===== src/hw/rtl/cst_pkg.sv =====
`timescale 1ns / 1ps
// ----------------------------------------------------------------------------
// cst_pkg
// Shared constants, the token kind type and the white-space helper of the CSV stream tokenizer.
// ----------------------------------------------------------------------------
package cst_pkg;

  localparam int unsigned CharW = 16;

  localparam logic [CharW-1:0] CH_QUOTE    = 16'h0022;
  localparam logic [CharW-1:0] CH_LF       = 16'h000A;
  localparam logic [CharW-1:0] CH_CR       = 16'h000D;
  localparam logic [CharW-1:0] DELIM_RESET = 16'h002C;

  typedef enum logic [1:0] {
    TOK_CHAR  = 2'd0,
    TOK_FIELD = 2'd1,
    TOK_ROW   = 2'd2
  } tok_kind_e;

  // Unicode white space within the basic plane
  function automatic logic is_space(input logic [CharW-1:0] c);
    logic r;
    r = 1'b0;
    if (c inside {16'h0020, [16'h0009:16'h000D], 16'h0085, 16'h00A0, 16'h1680,
                  [16'h2000:16'h200A], 16'h2028, 16'h2029, 16'h202F, 16'h205F,
                  16'h3000}) begin
      r = 1'b1;
    end
    return r;
  endfunction

endpackage


===== src/hw/rtl/cst_in_if.sv =====
`timescale 1ns / 1ps
// ----------------------------------------------------------------------------
// cst_in_if
// Character channel: one code unit of CSV text per beat.
// ----------------------------------------------------------------------------
interface cst_in_if
  import cst_pkg::*;
();
  logic             valid;
  logic             ready;
  logic [CharW-1:0] char_code;
  logic             end_of_text;

  modport source (output valid, output char_code, output end_of_text, input ready);
  modport sink   (input valid, input char_code, input end_of_text, output ready);
endinterface


===== src/hw/rtl/cst_out_if.sv =====
`timescale 1ns / 1ps
// ----------------------------------------------------------------------------
// cst_out_if
// Token channel: one content character, field end or row end per beat.
// ----------------------------------------------------------------------------
interface cst_out_if
  import cst_pkg::*;
();
  logic             valid;
  logic             ready;
  logic [1:0]       token_kind;
  logic [CharW-1:0] content_char;
  logic             row_is_header;
  logic             row_dropped;
  logic             last_of_run;

  modport source (output valid, output token_kind, output content_char,
                  output row_is_header, output row_dropped, output last_of_run,
                  input ready);
  modport sink   (input valid, input token_kind, input content_char,
                  input row_is_header, input row_dropped, input last_of_run,
                  output ready);
endinterface


===== src/hw/rtl/csv_stream_tokenizer.sv =====
`timescale 1ns / 1ps
// ----------------------------------------------------------------------------
// csv_stream_tokenizer
// Streaming CSV tokenizer: code units in, content/field-end/row-end tokens out.
// ----------------------------------------------------------------------------
// Takes one code unit per cycle and emits zero, one or two token beats for it
// (a content character, field end or row end, plus a flushing row end when
// end_of_text is set); last_of_run marks the final beat of each code unit.
// A code unit is held in an input register and parsed from there once the
// queue has room, which writes its tokens into a four-entry result queue;
// tokens are offered straight from the queue registers.
// Parsing stalls, and with it the input,
// whenever the queue holds more than two tokens, so the rate is one code unit
// per cycle as long as the sink takes the tokens. The delimiter register may
// be written only while the block is idle.
module csv_stream_tokenizer
  import cst_pkg::*;
(
  input  logic             clk_i,
  input  logic             rst_ni,
  input  logic             cfg_we_i,
  input  logic [CharW-1:0] cfg_wdata_i,
  cst_in_if.sink           char_in,
  cst_out_if.source        tok_out
);

  typedef struct packed {
    tok_kind_e        kind;
    logic [CharW-1:0] ch;
    logic             hdr;
    logic             drop;
    logic             last;
  } res_t;

  // configuration
  logic [CharW-1:0] delim_q;

  // input stage
  logic             in_vld_q;
  logic [CharW-1:0] char_q;
  logic             eot_q;
  logic             fire;

  // parser state
  logic in_quotes_q, quote_pending_q, skip_next_lf_q;
  logic field_has_content_q, field_all_blank_q, row_has_fields_q, header_seen_q;
  logic iq, qp, sk, fhc, fab, rhf, hs;

  // parse results
  logic       h_emit, unq, skip_lf, drop_v, hdr_v, t_emit;
  res_t       h_res, t_res, res_a, res_b;
  logic [1:0] n_res;

  // result queue
  res_t       q_mem [4];
  logic [1:0] wr_ptr_q, rd_ptr_q;
  logic [2:0] cnt_q;
  logic       pop;

  assign fire         = in_vld_q && (cnt_q <= 3'd2);
  assign char_in.ready = !in_vld_q || fire;
  assign pop          = tok_out.valid && tok_out.ready;

  always_ff @(posedge clk_i or negedge rst_ni) begin
    if (!rst_ni) begin
      delim_q <= DELIM_RESET;
    end else if (cfg_we_i) begin
      delim_q <= cfg_wdata_i;
    end
  end

  always_ff @(posedge clk_i or negedge rst_ni) begin
    if (!rst_ni) begin
      in_vld_q <= 1'b0;
    end else if (char_in.ready) begin
      in_vld_q <= char_in.valid;
    end
  end

  always_ff @(posedge clk_i) begin
    if (char_in.valid && char_in.ready) begin
      char_q <= char_in.char_code;
      eot_q  <= char_in.end_of_text;
    end
  end

  always_comb begin
    iq      = in_quotes_q;
    qp      = quote_pending_q;
    sk      = skip_next_lf_q;
    fhc     = field_has_content_q;
    fab     = field_all_blank_q;
    rhf     = row_has_fields_q;
    hs      = header_seen_q;
    h_emit  = 1'b0;
    h_res   = '{kind: TOK_CHAR, ch: char_q, hdr: 1'b0, drop: 1'b0, last: 1'b0};
    t_emit  = 1'b0;
    t_res   = '{kind: TOK_ROW, ch: '0, hdr: 1'b0, drop: 1'b0, last: 1'b1};
    unq     = 1'b0;
    skip_lf = 1'b0;
    drop_v  = 1'b0;
    hdr_v   = 1'b0;

    if (qp) begin
      qp = 1'b0;
      if (char_q == CH_QUOTE) begin
        // doubled quote: one literal quote
        fhc    = 1'b1;
        fab    = 1'b0;
        h_emit = 1'b1;
      end else begin
        iq  = 1'b0;
        unq = 1'b1;
      end
    end else begin
      if (sk) begin
        sk = 1'b0;
        if (char_q == CH_LF) begin
          skip_lf = 1'b1;
        end
      end
      if (!skip_lf) begin
        if (iq) begin
          if (char_q == CH_QUOTE) begin
            qp = 1'b1;
          end else begin
            fhc    = 1'b1;
            fab    = fab && is_space(char_q);
            h_emit = 1'b1;
          end
        end else begin
          unq = 1'b1;
        end
      end
    end

    if (unq) begin
      if (char_q == CH_QUOTE && !fhc) begin
        iq = 1'b1;
      end else if (char_q == delim_q) begin
        h_emit     = 1'b1;
        h_res.kind = TOK_FIELD;
        h_res.ch   = '0;
        rhf        = 1'b1;
        fhc        = 1'b0;
        fab        = 1'b1;
      end else if (char_q == CH_LF || char_q == CH_CR) begin
        if (char_q == CH_CR) begin
          sk = 1'b1;
        end
        drop_v     = !rhf && fab;
        hdr_v      = !drop_v && !hs;
        hs         = hs || hdr_v;
        h_emit     = 1'b1;
        h_res.kind = TOK_ROW;
        h_res.ch   = '0;
        h_res.hdr  = hdr_v;
        h_res.drop = drop_v;
        fhc        = 1'b0;
        fab        = 1'b1;
        rhf        = 1'b0;
      end else begin
        fhc    = 1'b1;
        fab    = fab && is_space(char_q);
        h_emit = 1'b1;
      end
    end

    if (eot_q) begin
      // flush the open row, then start a fresh text
      if (fhc || rhf) begin
        t_emit     = 1'b1;
        t_res.drop = !rhf && fab;
        t_res.hdr  = !t_res.drop && !hs;
      end
      iq  = 1'b0;
      qp  = 1'b0;
      sk  = 1'b0;
      fhc = 1'b0;
      fab = 1'b1;
      rhf = 1'b0;
      hs  = 1'b0;
    end

    h_res.last = !t_emit;
    res_a      = h_emit ? h_res : t_res;
    res_b      = t_res;
    n_res      = {1'b0, h_emit} + {1'b0, t_emit};
  end

  always_ff @(posedge clk_i or negedge rst_ni) begin
    if (!rst_ni) begin
      in_quotes_q         <= 1'b0;
      quote_pending_q     <= 1'b0;
      skip_next_lf_q      <= 1'b0;
      field_has_content_q <= 1'b0;
      field_all_blank_q   <= 1'b1;
      row_has_fields_q    <= 1'b0;
      header_seen_q       <= 1'b0;
    end else if (fire) begin
      in_quotes_q         <= iq;
      quote_pending_q     <= qp;
      skip_next_lf_q      <= sk;
      field_has_content_q <= fhc;
      field_all_blank_q   <= fab;
      row_has_fields_q    <= rhf;
      header_seen_q       <= hs;
    end
  end

  always_ff @(posedge clk_i) begin
    if (fire && n_res != 2'd0) begin
      q_mem[wr_ptr_q] <= res_a;
    end
    if (fire && n_res == 2'd2) begin
      q_mem[wr_ptr_q + 2'd1] <= res_b;
    end
  end

  always_ff @(posedge clk_i or negedge rst_ni) begin
    if (!rst_ni) begin
      wr_ptr_q <= '0;
      rd_ptr_q <= '0;
      cnt_q    <= '0;
    end else begin
      if (fire) begin
        wr_ptr_q <= wr_ptr_q + n_res;
      end
      if (pop) begin
        rd_ptr_q <= rd_ptr_q + 2'd1;
      end
      cnt_q <= cnt_q + (fire ? {1'b0, n_res} : 3'd0) - {2'b00, pop};
    end
  end

  assign tok_out.valid         = (cnt_q != 3'd0);
  assign tok_out.token_kind    = q_mem[rd_ptr_q].kind;
  assign tok_out.content_char  = q_mem[rd_ptr_q].ch;
  assign tok_out.row_is_header = q_mem[rd_ptr_q].hdr;
  assign tok_out.row_dropped   = q_mem[rd_ptr_q].drop;
  assign tok_out.last_of_run   = q_mem[rd_ptr_q].last;

  a_cnt_bound: assert property (@(posedge clk_i) disable iff (!rst_ni)
    cnt_q <= 3'd4)
    else $error("result queue overflow");

  a_pending_quoted: assert property (@(posedge clk_i) disable iff (!rst_ni)
    quote_pending_q |-> in_quotes_q)
    else $error("pending quote outside quoted field");

  a_skip_unquoted: assert property (@(posedge clk_i) disable iff (!rst_ni)
    skip_next_lf_q |-> (!in_quotes_q && !quote_pending_q))
    else $error("CR lookahead while quoted");

  a_eot_clears: assert property (@(posedge clk_i) disable iff (!rst_ni)
    (fire && eot_q) |=> (!in_quotes_q && !header_seen_q && !row_has_fields_q
                         && field_all_blank_q && !field_has_content_q))
    else $error("state not cleared after end of text");

endmodule


===== src/flat_wrapper.sv =====
// flat-port wrapper written by rule: the top's interface ports become plain ports
module csv_stream_tokenizer_flat import cst_pkg::*;
  (clk_i, rst_ni, cfg_we_i, cfg_wdata_i, char_in_valid, char_in_char_code, char_in_end_of_text, char_in_ready, tok_out_valid, tok_out_token_kind, tok_out_content_char, tok_out_row_is_header, tok_out_row_dropped, tok_out_last_of_run, tok_out_ready);
  cst_in_if char_in_i ();
  cst_out_if tok_out_i ();
  input  logic clk_i;
  input  logic rst_ni;
  input  logic cfg_we_i;
  input  logic [CharW-1:0] cfg_wdata_i;
  input wire logic [$bits(char_in_i.valid)-1:0] char_in_valid;
  input wire logic [$bits(char_in_i.char_code)-1:0] char_in_char_code;
  input wire logic [$bits(char_in_i.end_of_text)-1:0] char_in_end_of_text;
  output wire logic [$bits(char_in_i.ready)-1:0] char_in_ready;
  output wire logic [$bits(tok_out_i.valid)-1:0] tok_out_valid;
  output wire logic [$bits(tok_out_i.token_kind)-1:0] tok_out_token_kind;
  output wire logic [$bits(tok_out_i.content_char)-1:0] tok_out_content_char;
  output wire logic [$bits(tok_out_i.row_is_header)-1:0] tok_out_row_is_header;
  output wire logic [$bits(tok_out_i.row_dropped)-1:0] tok_out_row_dropped;
  output wire logic [$bits(tok_out_i.last_of_run)-1:0] tok_out_last_of_run;
  input wire logic [$bits(tok_out_i.ready)-1:0] tok_out_ready;
  assign char_in_i.valid = char_in_valid;
  assign char_in_i.char_code = char_in_char_code;
  assign char_in_i.end_of_text = char_in_end_of_text;
  assign char_in_ready = char_in_i.ready;
  assign tok_out_valid = tok_out_i.valid;
  assign tok_out_token_kind = tok_out_i.token_kind;
  assign tok_out_content_char = tok_out_i.content_char;
  assign tok_out_row_is_header = tok_out_i.row_is_header;
  assign tok_out_row_dropped = tok_out_i.row_dropped;
  assign tok_out_last_of_run = tok_out_i.last_of_run;
  assign tok_out_i.ready = tok_out_ready;
  csv_stream_tokenizer u_core (.clk_i(clk_i), .rst_ni(rst_ni), .cfg_we_i(cfg_we_i), .cfg_wdata_i(cfg_wdata_i), .char_in(char_in_i), .tok_out(tok_out_i));
endmodule

===== config.mk =====
export PLATFORM = sky130hd
export DESIGN_NAME = csv_stream_tokenizer_flat
export DESIGN_NICKNAME = d
export VERILOG_FILES = /design/src/hw/rtl/cst_pkg.sv /design/src/hw/rtl/cst_in_if.sv /design/src/hw/rtl/cst_out_if.sv /design/src/hw/rtl/csv_stream_tokenizer.sv /design/src/flat_wrapper.sv
export SDC_FILE = /design/constraint.sdc
export NUM_CORES = 1
export LEC_CHECK = 0
export ABC_CLOCK_PERIOD_IN_PS = 4500
export BUFFER_PORTS_ARGS = -buffer_cell sky130_fd_sc_hd__clkbuf_2
export CAP_MARGIN = 20
export CELL_PAD_IN_SITES_DETAIL_PLACEMENT = 0
export CELL_PAD_IN_SITES_GLOBAL_PLACEMENT = 1
export CORE_AREA = 2 2 142 144
export CTS_BUF_LIST = sky130_fd_sc_hd__clkbuf_8
export DETAILED_ROUTE_END_ITERATION = 8
export DIE_AREA = 0 0 144 146
export HOLD_SLACK_MARGIN = 0.02
export PLACE_DENSITY = 0.63
export SETUP_SLACK_MARGIN = 0.4
export SKIP_CTS_REPAIR_TIMING = 1
export SYNTH_ARGS = -nofsm -noshare
export SYNTH_HDL_FRONTEND = slang
export SYNTH_SLANG_ARGS = --single-unit

===== constraint.sdc =====
create_clock -name clk_i -period 4.5 [get_ports clk_i]
set_input_delay 0.9 -clock clk_i [delete_from_list [all_inputs] [get_ports clk_i]]
set_output_delay 0.9 -clock clk_i [all_outputs]
set_load 0.02 [all_outputs]

# Yosys cells after proc, flatten, opt, wreduce, memory -nomap -nowiden

Memory sizes are Yosys's and may differ from the RTL's.
Cells that the tools add are included.

Add/sub/neg operators: 6
Eq/ne operators: 14
Magnitude comparators: 5
Reductions and logical operators: 30
Multiplexer cells: 83

Operators by type and width:

| kind                   | count |
|---|---|
| $eq A16 B14 Y1 const B | 5 |
| $mux W1                | 74 |
| $mux W20               | 3 |
| $eq A16 B4 Y1 const B  | 2 |
| $eq A16 B6 Y1 const B  | 2 |
| $eq A16 B8 Y1 const B  | 2 |
| $mux W21               | 1 |
| $mux W18               | 1 |
| $eq A16 B13 Y1 const B | 1 |
| $eq A16 B16 Y1         | 1 |
| $ge A16 B14 Y1 const B | 1 |
| $ge A16 B4 Y1 const B  | 1 |
| $le A16 B14 Y1 const B | 1 |
| $le A16 B4 Y1 const B  | 1 |
| $logic_and A1 B1 Y1    | 14 |
| $reduce_bool A11 Y1    | 1 |
| $logic_not A1 Y1       | 9 |
| $mux W2                | 4 |
| $add A2 B1 Y2 const B  | 2 |
| $logic_or A1 B1 Y1     | 4 |
| $add A3 B3 Y3          | 1 |
| $le A3 B2 Y1 const B   | 1 |
| $reduce_bool A3 Y1     | 1 |
| $sub A3 B1 Y3          | 1 |
| 4 further kinds        | 4 |

Memories: 1
Flip-flop bits (word level): 48
RAM bits: 84
Bits of input ports: 38
Output and inout bits: 23
Word-level logic and storage cells: 153

Memory list:

| name         | words | bits a word | rd ports | clocked after Yosys merged registers in | wr ports | line                       | text |
|---|---|---|---|---|---|---|---|
| u_core.q_mem | 4     | 21          | 1        | 0                                       | 2        | csv_stream_tokenizer.sv:55 | `res_t q_mem [4];` |

# Depth between registers and ports, before layout

Depth after elaboration: 26
Depth in mapped cells: 16
Gate-level depth less buffers: 14

# Worst setup path before layout

Ideal clock, no wire load.

Path type: register to register
From: register u_core.char_q[11]
To: memory u_core.q_mem[0][2] (netlist bit) (data pin)
Cell stages (with the launch flop): 16
Library setup time: 0.170 ns
Data required time: 4.330 ns
Period minus slack after synthesis: 3.684 ns
Path slack: 0.816 ns
Arrival: 3.514 ns
Cells stage by stage: edfxtp_1 buf_6 or4_1 buf_2 nor3_2 and3_1 a311oi_1 o21ai_1 and2_1 inv_1 ha_1 clkbuf_1 or4_1 clkbuf_1 or4_1 o31ai_1

RTL lines:

| what                   | line                       | text |
|---|---|---|
| from (decl)            | csv_stream_tokenizer.sv:40 | `logic [CharW-1:0] char_q;` |
| from (signal assigned) | csv_stream_tokenizer.sv:82 | `char_q <= char_in.char_code;` |
| to (decl)              | csv_stream_tokenizer.sv:55 |  |

# Worst setup path in the final report

From: register u_core.char_q[8]
To: register u_core.cnt_q[2]

Longest elaborated chain between the ends: 17
Elaborated cells between the ends (all ways): 39

RTL lines:

| what                 | line                                                     | text |
|---|---|---|
| $eq A16 B4 Y1        | csv_stream_tokenizer.sv:118, csv_stream_tokenizer.sv:147 |  |
| $mux W1              | csv_stream_tokenizer.sv:118                              | `if (char_q == CH_LF) begin` |
| $mux W1              | csv_stream_tokenizer.sv:116                              | `if (sk) begin` |
| $mux W1              | csv_stream_tokenizer.sv:104                              | `if (qp) begin` |
| $mux W1              | csv_stream_tokenizer.sv:122                              | `if (!skip_lf) begin` |
| $mux W1              | csv_stream_tokenizer.sv:104                              |  |
| $logic_not A1 Y1     | csv_stream_tokenizer.sv:138                              | `if (char_q == CH_QUOTE && !fhc) begin` |
| $logic_and A1 B1 Y1  | csv_stream_tokenizer.sv:138                              |  |
| $mux W1              | csv_stream_tokenizer.sv:138                              |  |
| $mux W1              | csv_stream_tokenizer.sv:137                              | `if (unq) begin` |
| $logic_or A1 B1 Y1   | csv_stream_tokenizer.sv:171                              | `if (fhc \|\| rhf) begin` |
| $mux W1              | csv_stream_tokenizer.sv:171                              |  |
| $mux W1              | csv_stream_tokenizer.sv:169                              | `if (eot_q) begin` |
| $add A1 B1 Y2 (*)    | csv_stream_tokenizer.sv:188                              | `n_res = {1'b0, h_emit} + {1'b0, t_emit};` |
| $mux W2 (*)          | csv_stream_tokenizer.sv:232                              | `cnt_q <= cnt_q + (fire ? {1'b0, n_res} : 3'd0) - {2'b00, pop};` |
| $add A3 B3 Y3 (*)    | csv_stream_tokenizer.sv:232                              |  |
| $sub A3 B1 Y3 (*)    | csv_stream_tokenizer.sv:232                              |  |
| to (signal assigned) | csv_stream_tokenizer.sv:232                              |  |
| to (decl)            | csv_stream_tokenizer.sv:57                               | `logic [2:0] cnt_q;` |

Every way passes the cells marked *; elsewhere a longest branch is shown, timed or not. The select of a mux whose other input is x is not followed.
A chain may end at the register's enable or synchronous reset.

==> flow_metrics.env <==
export IMPL_r2r_start="u_core.char_q[8]"
export IMPL_layout_commonest_cell="dfxtp_1"
export IMPL_synth_ff_type="dfxtp_1"
export IMPL_fin_setup_tns_ns=0
export IMPL_numClockSinks=132
export IMPL_synth_top_area_share=0.254
export IMPL_dp_cells=833
export IMPL_post_route_period_util=0.840
export IMPL_insertion_delay_ns=0.47
export IMPL_cts_tree="done"
export IMPL_vias=4541
export IMPL_postRouteAntennaNets=0
export IMPL_vias_per_cell=5.18
export IMPL_firstDrtPassIters=4
export IMPL_rr_worst_depth=12
export IMPL_synth_nets=582
export IMPL_rsz0062_at_grt="false"
export IMPL_seq_area_frac_synth=0.510
export IMPL_synth_seq_cells=132
export IMPL_mostFrequentLayoutCells="76 x dfxtp_1, 60 x clkbuf_2, 49 x a22o_1"
export IMPL_worst_slew_pin_slew_ns=0.839
export IMPL_cp_required_ns=4.85
export IMPL_powerDensity_nw_per_um2=708
export IMPL_clk_path_buf_depth=2
export IMPL_io_buffers=60
export IMPL_setup_worst_path_start_class="register"
export IMPL_wl_per_cell_um=17.9
export IMPL_async_flop_share=0.235
export IMPL_cellLeakagePower_uw=0.00286
export IMPL_drv_cap=0
export IMPL_hold_viol_final=0
export IMPL_grt_max_degree=32
export IMPL_diodes=0
export IMPL_first_global_vias=4512
export IMPL_synth_edff_count=25
export IMPL_die_area_um2=21000
export IMPL_crit_type="register to register"
export IMPL_synth_area_top_cells="dfxtp_1 25%, edfxtp_1 13%, dfrtp_1 11%"
export IMPL_fin_nets=645
export IMPL_ios=61
export IMPL_finalSetupViolCount=0
export IMPL_cts_root_buffer="clkbuf_8"
export IMPL_grt_overflow_total=0
export IMPL_layout_cells_non_filler=877
export IMPL_ys_warn_count=0
export IMPL_area_delta_synth_final_pct=18.6
export IMPL_met1_usage=0.208
export IMPL_grt_busiest_layer="met2"
export IMPL_cp_end_kind="register"
export IMPL_finalWirelength_mm=15.7
export IMPL_grtUsageMet3=0.0424
export IMPL_cts_made_buffers=17
export IMPL_hpwl_mm=10.9
export IMPL_place_gp_congestion=0.845
export IMPL_synth_cells=536
export IMPL_fmax_ghz=0.265
export IMPL_reg2reg_to="u_core.cnt_q[2]"
export IMPL_outcome="complete, no violations"
export IMPL_holdPathStages=2
export IMPL_clock_skew_ns=0.0155
export IMPL_ir_worst_vdd_mv=0.202
export IMPL_antenna_found_initial=0
export IMPL_min_to="u_core.q_mem[3][19]"
export IMPL_start_util=0.309
export IMPL_drive_gt1_frac=0.286
export IMPL_grt_pass1_wl_mm=24.7
export IMPL_die_x_um=144
export IMPL_fp_dieH_um=146
export IMPL_clk_pin_slew_ns=0.08
export IMPL_synth_area_um2=5980
export IMPL_drv_slew=0
export IMPL_fp_row_count=51
export IMPL_synth_area_leader_cell="dfxtp_1"
export IMPL_h_tree_depth=4
export IMPL_first_iter_violations=291
export IMPL_hold_path_class="register to register"
export IMPL_grtUsageTotal=0.155
export IMPL_drc=0
export IMPL_coreArea_um2=19300
export IMPL_yosysUniqueCellTypes=61
export IMPL_min_period_ns=3.78
export IMPL_syn_avg_cell_area_um2=11.2
export IMPL_crit_fanout=7
export IMPL_use_met2=0.238
export IMPL_hp_start="u_core.q_mem[3][19]"
export IMPL_r2r_setup_slack_ns=0.72
export IMPL_worstPathArrival_ns=4.13
export IMPL_slew_headroom=0.441
## cell families (layout without fill, tap and decap cells)
kind of cell / Yosys count / count (layout) / synth area share
simple gates: 150 / 150 / 0.128
compound gates: 132 / 132 / 0.166
buf+inv: 55 / 131 / 0.0370
flops: 132 / 132 / 0.510
xor+xnor: 22 / 22 / 0.0322
mux: 37 / 37 / 0.109
fa+ha+maj: 8 / 8 / 0.0180
## final cells by class
class	count	area, µm²
Multi-Input combinational cell	349	2730
Clock buffer	17	234
Clock inverter	15	204
Timing Repair Buffer	85	488
Sequential cell	132	3050
Tap cell	265	332
Inverter	14	52.6
Fill cell	1903	12200
## power breakdown
| group | total [µW] | internal (µW) | switching, µW |
|---|---|---|---|
| clock network | 1120 | 574 | 545 |
| registers | 1940 | 1660 | 284 |
| logic | 1960 | 883 | 1080 |
| total | 5020 | 3110 | 1910 |
## state kept, by name (all words and copies together) (netlist names)
name and flops:
u_core.quote_pending_q 1, u_core.eot_q 1, u_core.row_has_fields_q 1, u_core.in_vld_q 1, u_core.rd_ptr_q 2, u_core.char_q 16
u_core.q_mem 84, u_core.cnt_q 3, u_core.delim_q 16, u_core.field_all_blank_q 1, u_core.in_quotes_q 1, u_core.header_seen_q 1
u_core.wr_ptr_q 2, u_core.skip_next_lf_q 1, u_core.field_has_content_q 1
## cells in the mapped netlist (all sizes together), types with 2 or more instances
cell,count
and2,4
nor2,30
o22a,4
dfstp,4
a21oi,15
a22o,53
nand3b,2
nor4,8
o21ai,27
and3b,2
nand2b,8
or3,9
o31ai,3
nand2,48
buf,14
o32ai,4
xnor2,3
nor3,11
ha,7
inv,14
nand4,6
edfxtp,25
clkbuf,27
dfxtp,76
mux4,21
o22ai,8
nor2b,3
o211ai,2
and3,5
xor2,19
a21o,2
or2,2
a2111oi,3
dfrtp,27
or3b,2
or4,5
nand3,2
mux2,16
## through the flow
stage	setup WS (ns)	area [µm²]	util	total power [µW]	hold WS, ns
floorplan	0.816	5980	-	3310	0.420
global placement	0.548	6540	0.338	3870	0.429
detailed placement	0.433	6540	0.338	3920	0.439
CTS	0.411	6980	0.361	5040	0.457
global route	0.468	7090	0.367	5350	0.472
finish	0.720	7090	0.367	5020	0.452
## worst max-delay path by stage
stage / slack, ns / to / cells past startpoint / from
2_1_floorplan: 0.82 / u_core.q_mem[0][2] / 15 / u_core.char_q[11]
3_3_place_gp: 0.55 / u_core.q_mem[0][2] / 11 / u_core.char_q[8]
3_5_place_dp: 0.43 / u_core.q_mem[0][2] / 11 / u_core.char_q[8]
4_1_cts: 0.41 / u_core.q_mem[0][2] / 11 / u_core.char_q[8]
5_1_grt: 0.47 / u_core.q_mem[1][0] / 14 / u_core.char_q[3]
6_report: 0.72 / u_core.cnt_q[2] / 12 / u_core.char_q[8]
## critical path, cell delays in order, from the launching register on
cell	delay (ns)
edfxtp_1	0.51
or4_4	0.64
nor4_1	0.39
nand2_1	0.16
and3b_2	0.34
o21ai_1	0.13
and2_1	0.23
ha_1	0.22
nand2_1	0.07
ha_1	0.25
fa_1	0.44
xor2_1	0.17
xnor2_1	0.13
## per-layer routing
metal / up-vias / wire (µm)
met2: 117 / 7390
met1: 2273 / 7240
met3: 21 / 784
met5: - / 0
li1: 2130 / -
met4: 0 / 261
(Power assumes the default switching activity.)
